<file path="src/rtl/led_strand_serial_sequencer_top_defines.svh">
// assertion macros for the led strand serial sequencer
// used by the top level only; expects clk and arst_n in scope
`ifndef LED_STRAND_SERIAL_SEQUENCER_TOP_DEFINES_SVH
`define LED_STRAND_SERIAL_SEQUENCER_TOP_DEFINES_SVH

// same-cycle implication
`define LSSS_ASSERT_NOW(label, ante, cons) \
	label: assert property (@(posedge clk) disable iff (!arst_n) (ante) |-> (cons)) \
		else $error("lsss assertion failed");

// next-cycle implication
`define LSSS_ASSERT_NEXT(label, ante, cons) \
	label: assert property (@(posedge clk) disable iff (!arst_n) (ante) |=> (cons)) \
		else $error("lsss assertion failed");

`endif

</file>
<file path="src/rtl/lsss_pkg.sv">
// shared types and constants for the led strand serial sequencer
// no dependencies
package lsss_pkg;

	localparam int MAX_PIXELS     = 64;
	localparam int PIX_AW         = 6;
	localparam int CNT_W          = 7;
	localparam int HEADER_BITS    = 32;
	localparam int BITS_PER_PIXEL = 16;
	localparam int TOP_BIT        = 15;
	localparam int QDEPTH         = 4;
	localparam int QAW            = 2;
	localparam int QCW            = 3;

	localparam logic [15:0] BLACK       = 16'h8000;
	localparam logic [CNT_W-1:0] PIXEL_COUNT_RST = 7'd64;

	// item operations
	localparam logic [1:0] OP_TICK  = 2'd0;
	localparam logic [1:0] OP_WRITE = 2'd1;
	localparam logic [1:0] OP_SHOW  = 2'd2;
	localparam logic [1:0] OP_SWAP  = 2'd3;

	// sequencer phases
	localparam logic [1:0] PH_DONE   = 2'd0;
	localparam logic [1:0] PH_HEADER = 2'd1;
	localparam logic [1:0] PH_DATA   = 2'd2;
	localparam logic [1:0] PH_START  = 2'd3;

	// how the data line moves when an item reaches the second stage
	localparam logic [1:0] LVL_KEEP = 2'd0;
	localparam logic [1:0] LVL_ZERO = 2'd1;
	localparam logic [1:0] LVL_MEM  = 2'd2;

	typedef struct packed {
		logic       vld;
		logic [1:0] lvl_sel;
		logic [3:0] bit_sel;
		logic       clk_pulse;
		logic [1:0] phase;
	} stage_t;

	typedef struct packed {
		logic              rd_en;
		logic [PIX_AW-1:0] rd_addr;
		logic              wr_en;
		logic [PIX_AW-1:0] wr_addr;
		logic [15:0]       wr_data;
	} mem_req_t;

	typedef struct packed {
		logic       data_bit;
		logic       clock_pulse;
		logic       ready_res;
		logic [1:0] phase;
	} result_t;

endpackage

</file>
<file path="src/rtl/led_strand_serial_sequencer_top.sv">
// led strand serial sequencer: one word in, one result word out; each word passes
// the pixel store read stage (stage_s1), then the result queue head
// throughput one word per cycle while the result queue has room; the sequencer updates in the accept cycle and the
// data line level follows in the next cycle from the pixel store read port
// reset: start phase, counters and flags clear, pixel count 64, store reads black
// through per-entry valid bits, so there is no clearing pass
module led_strand_serial_sequencer_top (
	input  logic        clk,
	input  logic        arst_n,
	input  logic        in_valid,
	output logic        in_ready,
	input  logic [1:0]  op,
	input  logic [5:0]  pixel_index,
	input  logic [14:0] color_word,
	input  logic        swap_arm,
	output logic        out_valid,
	input  logic        out_ready,
	output logic        data_bit,
	output logic        clock_pulse,
	output logic        ready_res,
	output logic [1:0]  phase,
	input  logic        cfg_we,
	input  logic [6:0]  cfg_wdata
);

	`include "led_strand_serial_sequencer_top_defines.svh"

	logic                        accept;
	lsss_pkg::stage_t            stage;
	lsss_pkg::stage_t            stage_s1;
	lsss_pkg::mem_req_t          mem_req;
	logic [15:0]                 rdata;
	logic                        line_level_q;
	logic                        level_n;
	lsss_pkg::result_t           res;
	lsss_pkg::result_t           head;
	logic [lsss_pkg::QCW-1:0]    q_count;
	logic [lsss_pkg::QCW-1:0]    q_reserved;
	logic                        pop;

	// reserve a queue slot for the word in the read stage
	assign q_reserved = q_count + {{(lsss_pkg::QCW-1){1'b0}}, stage_s1.vld};
	assign in_ready   = q_reserved < lsss_pkg::QCW'(lsss_pkg::QDEPTH);
	assign accept     = in_valid && in_ready;

	lsss_seq_ctrl u_ctrl (
		.clk         (clk),
		.arst_n      (arst_n),
		.accept      (accept),
		.op          (op),
		.pixel_index (pixel_index),
		.color_word  (color_word),
		.swap_arm    (swap_arm),
		.cfg_we      (cfg_we),
		.cfg_wdata   (cfg_wdata),
		.stage       (stage),
		.mem_req     (mem_req)
	);

	lsss_pixel_store u_store (
		.clk    (clk),
		.arst_n (arst_n),
		.req    (mem_req),
		.rdata  (rdata)
	);

	always_ff @(posedge clk or negedge arst_n) begin
		if (!arst_n) begin
			stage_s1 <= '0;
		end else begin
			stage_s1 <= stage;
		end
	end

	always_comb begin
		level_n = line_level_q;
		if (stage_s1.vld) begin
			unique case (stage_s1.lvl_sel)
				lsss_pkg::LVL_KEEP: level_n = line_level_q;
				lsss_pkg::LVL_ZERO: level_n = 1'b0;
				lsss_pkg::LVL_MEM:  level_n = rdata[stage_s1.bit_sel];
				default:            level_n = line_level_q;
			endcase
		end
	end

	always_ff @(posedge clk or negedge arst_n) begin
		if (!arst_n) begin
			line_level_q <= 1'b0;
		end else begin
			line_level_q <= level_n;
		end
	end

	always_comb begin
		res.data_bit    = level_n;
		res.clock_pulse = stage_s1.clk_pulse;
		res.ready_res   = stage_s1.phase == lsss_pkg::PH_DONE;
		res.phase       = stage_s1.phase;
	end

	assign pop = out_valid && out_ready;

	lsss_out_queue u_queue (
		.clk       (clk),
		.arst_n    (arst_n),
		.push      (stage_s1.vld),
		.push_data (res),
		.pop       (pop),
		.not_empty (out_valid),
		.head      (head),
		.count     (q_count)
	);

	assign data_bit    = head.data_bit;
	assign clock_pulse = head.clock_pulse;
	assign ready_res   = head.ready_res;
	assign phase       = head.phase;

	`LSSS_ASSERT_NEXT(a_accept_reaches_s1, accept, stage_s1.vld)
	`LSSS_ASSERT_NOW(a_s1_has_room, stage_s1.vld, q_count < lsss_pkg::QCW'(lsss_pkg::QDEPTH))
	`LSSS_ASSERT_NOW(a_ready_matches_phase, out_valid, ready_res == (phase == lsss_pkg::PH_DONE))

endmodule

</file>
<file path="src/rtl/lsss_pixel_store.sv">
// pixel store: 64 x 16 synchronous memory with a registered read port
// entries never written read as black through per-entry valid bits; uses lsss_pkg
module lsss_pixel_store (
	input  logic                clk,
	input  logic                arst_n,
	input  lsss_pkg::mem_req_t  req,
	output logic [15:0]         rdata
);

	logic [15:0]                     mem [lsss_pkg::MAX_PIXELS];
	logic [lsss_pkg::MAX_PIXELS-1:0] written_q;
	logic [15:0]                     rdata_s1;
	logic                            rvld_s1;

	always_ff @(posedge clk) begin
		if (req.wr_en) begin
			mem[req.wr_addr] <= req.wr_data;
		end
		if (req.rd_en) begin
			rdata_s1 <= mem[req.rd_addr];
		end
	end

	always_ff @(posedge clk or negedge arst_n) begin
		if (!arst_n) begin
			written_q <= '0;
			rvld_s1   <= 1'b0;
		end else begin
			if (req.wr_en) begin
				written_q[req.wr_addr] <= 1'b1;
			end
			if (req.rd_en) begin
				rvld_s1 <= written_q[req.rd_addr];
			end
		end
	end

	assign rdata = rvld_s1 ? rdata_s1 : lsss_pkg::BLACK;

endmodule

</file>
<file path="src/rtl/lsss_seq_ctrl.sv">
// frame sequencer control: phase, bit and pixel counters, pwm counter, swap flag
// issues pixel store reads and writes; uses lsss_pkg
module lsss_seq_ctrl (
	input  logic                          clk,
	input  logic                          arst_n,
	input  logic                          accept,
	input  logic [1:0]                    op,
	input  logic [lsss_pkg::PIX_AW-1:0]   pixel_index,
	input  logic [14:0]                   color_word,
	input  logic                          swap_arm,
	input  logic                          cfg_we,
	input  logic [lsss_pkg::CNT_W-1:0]    cfg_wdata,
	output lsss_pkg::stage_t              stage,
	output lsss_pkg::mem_req_t            mem_req
);

	logic [1:0]                 state_q, state_n;
	logic [5:0]                 bit_cnt_q, bit_cnt_n, bit_inc;
	logic [lsss_pkg::CNT_W-1:0] led_pos_q, led_pos_n, led_inc;
	logic [7:0]                 pwm_q, pwm_n;
	logic                       swap_q, swap_n;
	logic [lsss_pkg::CNT_W-1:0] pixel_count_q;
	logic [lsss_pkg::CNT_W-1:0] active;
	logic [1:0]                 lvl_sel;
	logic                       rd_en;

	// count in use: saturated to the store depth, zero treated as one
	always_comb begin
		if (pixel_count_q > lsss_pkg::CNT_W'(lsss_pkg::MAX_PIXELS)) begin
			active = lsss_pkg::CNT_W'(lsss_pkg::MAX_PIXELS);
		end else if (pixel_count_q == '0) begin
			active = lsss_pkg::CNT_W'(1);
		end else begin
			active = pixel_count_q;
		end
	end

	assign bit_inc = bit_cnt_q + 6'd1;
	assign led_inc = led_pos_q + lsss_pkg::CNT_W'(1);

	always_comb begin
		state_n   = state_q;
		bit_cnt_n = bit_cnt_q;
		led_pos_n = led_pos_q;
		pwm_n     = pwm_q;
		swap_n    = swap_q;
		lvl_sel   = lsss_pkg::LVL_KEEP;
		rd_en     = 1'b0;
		if (accept) begin
			unique case (op)
				lsss_pkg::OP_TICK: begin
					pwm_n = pwm_q + 8'd1;
					unique case (state_q)
						lsss_pkg::PH_DONE: begin
							if (swap_q && pwm_q == 8'd0) begin
								bit_cnt_n = '0;
								led_pos_n = '0;
								state_n   = lsss_pkg::PH_HEADER;
								swap_n    = 1'b0;
							end
						end
						lsss_pkg::PH_DATA: begin
							rd_en     = 1'b1;
							lvl_sel   = lsss_pkg::LVL_MEM;
							bit_cnt_n = bit_inc;
							if (bit_inc == 6'(lsss_pkg::BITS_PER_PIXEL)) begin
								led_pos_n = led_inc;
								if (led_inc < active) begin
									bit_cnt_n = '0;
								end else begin
									// end of frame drives the line low
									lvl_sel = lsss_pkg::LVL_ZERO;
									state_n = lsss_pkg::PH_DONE;
								end
							end
						end
						lsss_pkg::PH_HEADER: begin
							lvl_sel   = lsss_pkg::LVL_ZERO;
							bit_cnt_n = bit_inc;
							if (bit_inc >= 6'(lsss_pkg::HEADER_BITS)) begin
								state_n   = lsss_pkg::PH_DATA;
								led_pos_n = '0;
								bit_cnt_n = '0;
							end
						end
						lsss_pkg::PH_START: begin
							if (pwm_q == 8'd0) begin
								bit_cnt_n = '0;
								led_pos_n = '0;
								state_n   = lsss_pkg::PH_HEADER;
							end
						end
						default: begin
							state_n = state_q;
						end
					endcase
				end
				lsss_pkg::OP_WRITE: begin
					state_n = state_q;
				end
				lsss_pkg::OP_SHOW: begin
					bit_cnt_n = '0;
					led_pos_n = '0;
					pwm_n     = '0;
					state_n   = lsss_pkg::PH_START;
				end
				lsss_pkg::OP_SWAP: begin
					swap_n = swap_arm;
				end
				default: begin
					state_n = state_q;
				end
			endcase
		end
	end

	always_ff @(posedge clk or negedge arst_n) begin
		if (!arst_n) begin
			state_q       <= lsss_pkg::PH_START;
			bit_cnt_q     <= '0;
			led_pos_q     <= '0;
			pwm_q         <= '0;
			swap_q        <= 1'b0;
			pixel_count_q <= lsss_pkg::PIXEL_COUNT_RST;
		end else begin
			state_q   <= state_n;
			bit_cnt_q <= bit_cnt_n;
			led_pos_q <= led_pos_n;
			pwm_q     <= pwm_n;
			swap_q    <= swap_n;
			if (cfg_we) begin
				pixel_count_q <= cfg_wdata;
			end
		end
	end

	always_comb begin
		mem_req.rd_en = rd_en;
		if (led_pos_q < lsss_pkg::CNT_W'(lsss_pkg::MAX_PIXELS)) begin
			mem_req.rd_addr = led_pos_q[lsss_pkg::PIX_AW-1:0];
		end else begin
			mem_req.rd_addr = '0;
		end
		mem_req.wr_en   = accept && op == lsss_pkg::OP_WRITE
			&& {1'b0, pixel_index} < active;
		mem_req.wr_addr = pixel_index;
		mem_req.wr_data = {1'b1, color_word};
	end

	always_comb begin
		stage.vld       = accept;
		stage.lvl_sel   = lvl_sel;
		// msb first: bit 15 - (count mod 16)
		stage.bit_sel   = 4'(lsss_pkg::TOP_BIT) - bit_cnt_q[3:0];
		stage.clk_pulse = op == lsss_pkg::OP_TICK;
		stage.phase     = state_n;
	end

endmodule

</file>
<file path="src/rtl/lsss_out_queue.sv">
// four-word result queue between the sequencer and the output channel
// reports its fill so the input side can reserve room; uses lsss_pkg
module lsss_out_queue (
	input  logic                         clk,
	input  logic                         arst_n,
	input  logic                         push,
	input  lsss_pkg::result_t            push_data,
	input  logic                         pop,
	output logic                         not_empty,
	output lsss_pkg::result_t            head,
	output logic [lsss_pkg::QCW-1:0]     count
);

	lsss_pkg::result_t           entries_q [lsss_pkg::QDEPTH];
	logic [lsss_pkg::QAW-1:0]    wr_ptr_q, rd_ptr_q;
	logic [lsss_pkg::QCW-1:0]    count_q;

	always_ff @(posedge clk) begin
		if (push) begin
			entries_q[wr_ptr_q] <= push_data;
		end
	end

	always_ff @(posedge clk or negedge arst_n) begin
		if (!arst_n) begin
			wr_ptr_q <= '0;
			rd_ptr_q <= '0;
			count_q  <= '0;
		end else begin
			if (push) begin
				wr_ptr_q <= wr_ptr_q + lsss_pkg::QAW'(1);
			end
			if (pop) begin
				rd_ptr_q <= rd_ptr_q + lsss_pkg::QAW'(1);
			end
			unique case ({push, pop})
				2'b10:   count_q <= count_q + lsss_pkg::QCW'(1);
				2'b01:   count_q <= count_q - lsss_pkg::QCW'(1);
				default: count_q <= count_q;
			endcase
		end
	end

	assign not_empty = count_q != '0;
	assign head      = entries_q[rd_ptr_q];
	assign count     = count_q;

endmodule

</file>
<file path="config.mk">
export PLATFORM = sky130hd
export DESIGN_NAME = led_strand_serial_sequencer_top
export DESIGN_NICKNAME = d
export VERILOG_FILES = /design/src/rtl/lsss_pkg.sv /design/src/rtl/led_strand_serial_sequencer_top.sv /design/src/rtl/lsss_pixel_store.sv /design/src/rtl/lsss_seq_ctrl.sv /design/src/rtl/lsss_out_queue.sv
export VERILOG_INCLUDE_DIRS = /design/src /design/src/rtl
export SDC_FILE = /design/constraint.sdc
export NUM_CORES = 1
export LEC_CHECK = 0
export CORE_ASPECT_RATIO = 0.75
export CORE_MARGIN = 2
export CORE_UTILIZATION = 40
export DETAILED_ROUTE_END_ITERATION = 16
export DONT_BUFFER_PORTS = 1
export GPL_ROUTABILITY_DRIVEN = 0
export PLACE_DENSITY = 0.65
export SLEW_MARGIN = 10
export SYNTH_ARGS = -nofsm -noshare
export SYNTH_HDL_FRONTEND = slang
export SYNTH_HIERARCHICAL = 1
export SYNTH_SLANG_ARGS = --single-unit
</file>
<file path="constraint.sdc">
create_clock -name clk -period 4.4 [get_ports clk]
set_clock_uncertainty 0.05 [all_clocks]
set_input_delay 0.44 -clock clk [delete_from_list [all_inputs] [get_ports clk]]
set_output_delay 0.44 -clock clk [all_outputs]
set_load 0.02 [all_outputs]
</file>
; Word-level counts from Yosys, hierarchy flattened
; Memory sizes are Yosys's and may differ from the RTL's. A register that Yosys moved wholly into a read port is not among the register bits.
; Cells that the tools add are included.
[op_classes]
mux = 50
magnitude_cmp = 10
n_eq_ne = 17
reduce_logical = 19
add_sub_neg = 9
bitwise = 1
[op_table]
columns = operator, count
row1 = $or 64x64->64, 1
row2 = $mux 7, 6
row3 = $mux 6, 6
row4 = $pmux 7 s4, 1
row5 = $pmux 6 s4, 1
row6 = $mux 2, 10
row7 = $mux 16, 1
row8 = $pmux 8 s2, 1
row9 = $lt 6x7->1 const B, 2
row10 = $pmux 7 s2, 1
row11 = $mux 1, 13
row12 = $eq 2x2->1 const B, 6
row13 = $ne 3x2->1 const B, 4
row14 = $pmux 6 s2, 1
row15 = $add 8x1->8 const B, 1
row16 = $eq 2x1->1 const B, 4
row17 = $logic_not 8->1, 1
row18 = $pmux 2 s2, 2
row19 = $pmux 2 s4, 1
row20 = $reduce_and 4->1, 2
row21 = $add 7x1->7 const B, 1
row22 = $gt 7x7->1 const B, 1
row23 = $logic_not 7->1, 1
row24 = $lt 6x7->1, 1
row25 = 25 further kinds, 37
[totals]
regBits = 130
mem_count = 2
ram_bits = 980
inputBits = 36
[memory_table]
columns = name, depth, word_bits, rd, rd_clocked_by_memory_dff, write_ports, line_no
row1 = u_store.mem, 64, 15, 1, 1, 1, lsss_pixel_store.sv:10  ; logic [15:0] mem [lsss_pkg::MAX_PIXELS];
row2 = u_queue.entries_q, 4, 5, 1, 0, 1, lsss_out_queue.sv:14  ; lsss_pkg::result_t entries_q [lsss_pkg::QDEPTH];

; Longest topological paths before layout
; Gate-level depths: netlist of run 1.
[depth]
ltp_word = 9
mapped_depth = 12
depth_no_buf = 12

; Modules after synthesis
; Netlist of run 1, hierarchy kept.
[modules_own_cells]
columns = module, n_inst, area_per_inst_um2, cells_per_inst
row1 = lsss_pixel_store, 1, 42124.2, 1923
row2 = lsss_seq_ctrl, 1, 2469.9, 281
row3 = lsss_out_queue, 1, 1108.6, 59
row4 = led_strand_serial_sequencer_top, 1, 514.2, 42

; Worst setup path before layout of run 1
; Ideal clock, no wire load.
[synth_timing]
path_kind = reg2reg
startpoint = register stage_s1[9] (netlist bit)
endpoint = memory u_store/mem[48][0] (netlist bit), enable pin
slack_ns = 0.506
setup_ns = 0.411
arrival_time_ns = 3.434
n_path_buf = 1
stages_incl_launch_ff = 10
synth_period_minus_slack_ns = 3.894
cell_sequence = dfrtp_1 nand3_1 xor2_1 and2_1 clkbuf_1 o211ai_1 nor2_1 nand4b_1 or2_2 nor3_1
[synth_rtl]
columns = element, line_no
row1 = "start, declared", led_strand_serial_sequencer_top.sv:30  ; lsss_pkg::stage_t stage_s1;
row2 = "start signal, assigned", led_strand_serial_sequencer_top.sv:71  ; stage_s1 <= stage;
row3 = "end, declared", lsss_pixel_store.sv:10

==> impl_metrics.toml, run 1 <==
[route]
wl_um = 109000
viasPerCell = 5.72
drtPass1Iterations = 5
drt-initial-drc-count = 2875
drcViolationCount = 0
wl_per_cell_um = 27.2
via_count = 23000
antenna_left = 0

[pwr]
seq_power_share_pct = 47.8
worst_ir_drop_vdd_uv = 334
p_comb_share_pct = 17.2
switching_share_pct = 25.4
powerDensity_nw_per_um2 = 505
total_power_uw = 26400
clock_power_share_pct = 35.0
p_sw_uw = 6720
power_leakage_uw = 0.0167
p_int_uw = 19700

[grt]
met1_usage_pct = 28.5
grt-busiest-layer = "met1"
grt_max_degree = 115
overflow = 0
grt_pass1_vias = 23000
grt_pass1_wl_um = 160000
grt_use_total_pct = 18.5
antenna_found_initial = 14
use_met2_pct = 26.1
use_met3_pct = 5.55

[place]
portBuffers = 0
dp_hpwl_um = 66300

[sta]
hold_violations = 0
tns_ns = 0
finalCriticalPeriod_ns = 3.86
slew_headroom_pct = 15.9
tightest_slew_ns = 1.26
slew_violations = 0
post-route-period-util_pct = 87.7
setup-violations-final = 0
fmax_ghz = 0.259
grt_setup_unrepaired = "no"

[flow_run]
cap_violations = 0

[cells_and_area]
diodes = 0
final_common_cell = "edfxtp_1"
fillers = 9431
final_util_pct = 45.9
layout-drive-gt1-share_pct = 26.0
layout_common_cells = "edfxtp_1 (1,060), mux4_2 (270), a22oi_1 (133)"
fin_nets = 2468
syn2layout_area_growth_pct = 13.2

[synthesis]
avgSynthCellArea_um2 = 20.1
yosysSeqAreaShare_pct = 75.1
synth-main-ff-cell = "edfxtp_1"
synth.yosys.warnings = 6
synth.distinct_cells = 66
synthArstFlopShare_pct = 9.71
syn_nets = 2372
synth_enable_flop_cells = 1060
synth_area_um2 = 46200
synthCells = 2305
ys_seq_elements = 1174

[setup_path]
ff2ff_path_depth = 12
worst_ep_arrival_time_ns = 4.18
criticalPathCategory = "register to register"
reg2reg_slack_ns = 0.54
critPathCaptureType = "register"
r2r_start = "u_ctrl/pixel_count_q[6]$_DFFE_PN1P_"
cp_data_required_time_ns = 4.72
start_kind = "register"
cp_max_fo = 17
reg2reg_to = "u_store/mem[6][8]$_DFFE_PP_"
cp-startpoint = "u_ctrl/pixel_count_q[6]$_DFFE_PN1P_"

[cts]
cts-root-buf = "clkbuf_16"
cts_htree_levels = 3
cts_sinks = 1174
cts_tree = "yes"
path_clk_slew_ns = 0.06
postCtsSetupBuffers = 0
cts.repair.resized = 0
clk_path_buf_depth = 3
numCtsBuffers = 104
hold_buffers = 30
worst_skew_pair.late_latency_ns = 0.72

[die]
core_um2 = 114000
start_util_pct = 40.5
io_pins = 43
die_area_um2 = 118000
row_count = 107
die_y_um = 298
die_w_um = 397

[min_path]
hold-path-cell-count = 1
whs_endpoint = "u_store/mem[34][7]$_DFFE_PP_"
holdCritPathClass = "input pin to register"
hp-start = "color_word[7]"

[status]
outcome = "finished, final reports clean"
==> sequential cells by signal (all words and copies together) (netlist names), 3 cells and up <==
name,flops
u_store/rdata_s1,16
u_ctrl/pixel_count_q,7
u_store/mem,1024
res,3
u_store/written_q,64
u_ctrl/bit_cnt_q,6
u_ctrl/led_pos_q,7
stage_s1,7
u_queue/count,3
u_queue/entries_q,20
u_ctrl/pwm_q,8
==> layer usage <==
metal | vias up | wire length (um) | share of wire, %
met1 | 12200 | 48300 | 44
met3 | 138 | 11800 | 11
met4 | 8 | 1960 | 1.8
met2 | 1055 | 47100 | 43
met5 | - | 46 | 0.042
li1 | 9590 | - | -
==> power groups by stage <==
stage,sequential [uW],clock (uW),combinational (uW)
after floorplan,12700,0,3350
after global placement,12800,0,4250
after detailed placement,12800,0,4300
after CTS,12600,9430,4560
after global routing,12600,9830,4850
final,12600,9250,4530
==> Yosys cell counts, drive strengths merged, types with 8 or more instances <==
cell       n  area, um2
a21oi     42        210
a22oi    133        998
and2      25        156
and4      12        105
buf       83        558
clkbuf    59        221
dfrtp    111       2780
edfxtp  1060      31800
ha        30        375
inv       25       93.8
mux2      15        173
mux2i     24        240
mux4     270       6080
nand2     39        146
nand2b     8       50.1
nand3     64        320
nor2      94        353
nor2b     19        119
nor3      10       50.1
o21ai     18       90.1
or2       67        419
xnor2     13        114
==> area by class of cell <==
cell class	count	area, um2	area share, %
inverters	26	97.6	0.187
clock inverters	65	713	1.36
well taps	1526	1910	3.65
clock buffers	125	2750	5.25
multi-input cells	963	10700	20.5
repair buffers	132	1430	2.74
flip-flops and latches	1174	34700	66.3
==> kinds of logic after synthesis <==
| family | synth area share [%] |
|---|---|
| AOI/OAI and AO/OA | 3.33 |
| muxes | 14.1 |
| and+or+nand+nor | 4.45 |
| DFF | 75.1 |
| buffers and inverters | 1.90 |
| adders and majority gates | 0.855 |
| xor gates and xnor gates | 0.360 |
| other | 0.00811 |
==> worst max path at each step <==
stage                                     to  slack [ns]  cells past startpoint
2_1_floorplan   u_store/mem[48][0]$_DFFE_PP_        0.51                      9
3_3_place_gp    u_store/mem[38][1]$_DFFE_PP_        0.56                     12
3_5_place_dp   u_store/mem[38][12]$_DFFE_PP_        0.65                     12
4_1_cts          u_store/mem[6][7]$_DFFE_PP_        0.61                     12
5_1_grt        u_store/mem[62][12]$_DFFE_PP_        0.26                     12
6_report         u_store/mem[6][8]$_DFFE_PP_        0.54                     12
==> stage by stage <==
stage / std cells / hold slack, ns / instance area (um2) / setup slack, ns
3_5_place_dp: 3791 / 0.106 / 48300 / 0.646
4_1_cts: 4011 / 0.0128 / 52300 / 0.611
6_report: 4011 / 0.0573 / 52300 / 0.541
2_1_floorplan: 2305 / 0.0944 / 46200 / 0.506
3_3_place_gp: 3791 / 0.108 / 48300 / 0.560
5_1_grt: 4011 / 0.0412 / 52300 / 0.259
==> critical path: stages (launching register included) <==
cell and delay (ns):
dfstp_2 0.56, clkinv_1 0.22, nand2_1 0.16, ha_1 0.26, a21o_1 0.18, a21oi_1 0.15, o211ai_1 0.09, nor2_1 0.36
buf_4 0.24, nor2b_1 0.26, nand3_1 0.45, nor2_1 0.26, buf_4 0.29
Power figures use the tool's default switching activity.
==> inputs of run 2 (changes only) <==
Settings changed: SKIP_LAST_GASP set to 1.
Clock period 4.4 ns to 4.83 ns, I/O delays scaled along.
==> run 2 against run 1 <==
Sequential power fell by 9%. Power fell by 9.0%. Clock-buffer cell count rose by 12. Sequential share of layout area rose by 0.079 points. Global-route usage fell by 0.33 points. Highest routed layer unchanged. Routed wire length fell by 1.5%. First-iteration DRC count rose by 6.4%.
==> impl_metrics.toml, run 2 (synthesized netlist as in run 1, its figures left out) <==
[sta]
slew_headroom_pct = 15.6
setup-violations-final = 0
post-route-period-util_pct = 83.8
fmax_ghz = 0.247
slew_violations = 0
finalCriticalPeriod_ns = 4.05
tns_ns = 0
setup_ws_ns = 0.782
tightest_slew_ns = 1.26
hold_violations = 0
grt_setup_unrepaired = "no"

[cells_and_area]
reg_top3 = "u_store/mem (1024), u_store/written_q (64), u_queue/entries_q (20)"
fillers = 9511
final_common_cell = "edfxtp_1"
largest_reg_flops = 1024
syn2layout_area_growth_pct = 13.0
final_util_pct = 45.8
fin_nets = 2464
layout_common_cells = "edfxtp_1 (1,060), mux4_2 (270), a22oi_1 (133)"
layout-drive-gt1-share_pct = 25.8
largest_register = "u_store/mem"
diodes = 0

[min_path]
holdCritPathClass = "input pin to register"

[setup_path]
cp_cell_sequence = "clkinv_1 > nand2_1 > ha_1 > a21o_1 > a21oi_1 > o211ai_1 > nor2_1 > buf_4 > nor2b_1 > nand3_1 > nor2_1 > buf_4"
cp_slowest_cell = "dfstp_2"
critPathCaptureType = "register"
criticalPathCategory = "register to register"
worst_ep_arrival_time_ns = 4.37
start_kind = "register"
slowest_delay_ns = 0.57
cp_data_required_time_ns = 5.15
cp_max_fo = 17

[route]
via_count = 23100
wl_um = 108000
wl_per_cell_um = 26.8
antenna_left = 0
drtPass1Iterations = 5
drcViolationCount = 0
viasPerCell = 5.75
drt-initial-drc-count = 3059

[grt]
grt_use_total_pct = 18.2
antenna_found_initial = 10
grt_pass1_vias = 23100
overflow = 0
grt_pass1_wl_um = 158000
grt_max_degree = 115

[cts]
numCtsBuffers = 105
cts_tree = "yes"
cts-root-buf = "clkbuf_16"
hold_buffers = 27
postCtsSetupBuffers = 0
cts.repair.resized = 0
clk_path_buf_depth = 3
path_clk_slew_ns = 0.07
worst_skew_pair.late_latency_ns = 0.69
cts_sinks = 1174
cts_htree_levels = 3

[flow_run]
cap_violations = 0

[place]
portBuffers = 0
pre_cts_slack_ns = 0.945
dp_hpwl_um = 66100

[pwr]
worst_ir_drop_vdd_uv = 310
power_leakage_uw = 0.0167
powerDensity_nw_per_um2 = 460

[die]
die_area_um2 = 118000
core_um2 = 114000
die_y_um = 298
start_util_pct = 40.5
row_count = 107
io_pins = 43
die_w_um = 397

[status]
outcome = "finished, final reports clean"
==> run 2: changes by cell type in the layout (fill, tap and decap cells not counted), moves of 4 or more <==
cell        change
clkbuf_8        +4
clkinvlp_4      -7
clkinv_4        +4
clkbuf_1        +6
==> run 2: metal layers <==
layer,track usage (%),routed length (um)
met1,28.4,47000
met2,25.8,46900
met3,3.91,11300
met4,4.70,2370
met5,0,20
==> run 2: where the power goes <==
group,leakage [uW],total [uW],internal [uW],switching [uW]
Combinational,0.00403,4150,1870,2270
Clock,0.00167,8390,4730,3660
Sequential,0.0110,11500,11300,206
==> run 2: metrics by stage <==
step,instances,power [uW],cell area [um2],hold WS [ns]
floorplan,2305,14700,46200,0.137
global placement,3789,15600,48300,0.152
detailed placement,3789,15600,48300,0.153
CTS,4010,24200,52200,0.0175
global route,4010,24900,52200,0.0555
finish,4010,24000,52200,0.0497
==> run 2: layout make-up <==
cell class,instances,area (um2),area share [%]
clock inverters,57,556,1.06
inverters,26,97.6,0.187
well taps,1526,1910,3.65
repair buffers,127,1400,2.68
multi-input cells,963,10700,20.5
flip-flops and latches,1174,34700,66.4
clock buffers,137,2870,5.50
==> run 2: worst paths after layout <==
kind / from / end / slack, ns / depth (start not counted)
min reg2reg: u_store/written_q[13]$_DFFE_PN0P_ / u_store/written_q[13]$_DFFE_PN0P_ / 0.42 / 1
max in group asynchronous: arst_n / u_store/written_q[53]$_DFFE_PN0P_ / 3.80 / 2
min: out_ready / u_queue/rd_ptr_q[0]$_DFFE_PN0P_ / 0.05 / 2
min in group asynchronous: arst_n / u_ctrl/pixel_count_q[3]$_DFFE_PN0P_ / 0.33 / 2
max: u_ctrl/pixel_count_q[6]$_DFFE_PN1P_ / u_store/mem[14][8]$_DFFE_PP_ / 0.78 / 12
max reg2reg: u_ctrl/pixel_count_q[6]$_DFFE_PN1P_ / u_store/mem[14][8]$_DFFE_PP_ / 0.78 / 12
==> run 2: worst max-delay path, delay by kind of cell, from the launching register on <==
family	cells	cell delay, ns
AO/OA/AOI/OAI	3	0.51
adder cells (fa/ha/maj)	1	0.26
buffers and inverters	3	0.72
flip-flops	1	0.57
AND/OR/NAND/NOR	5	1.57
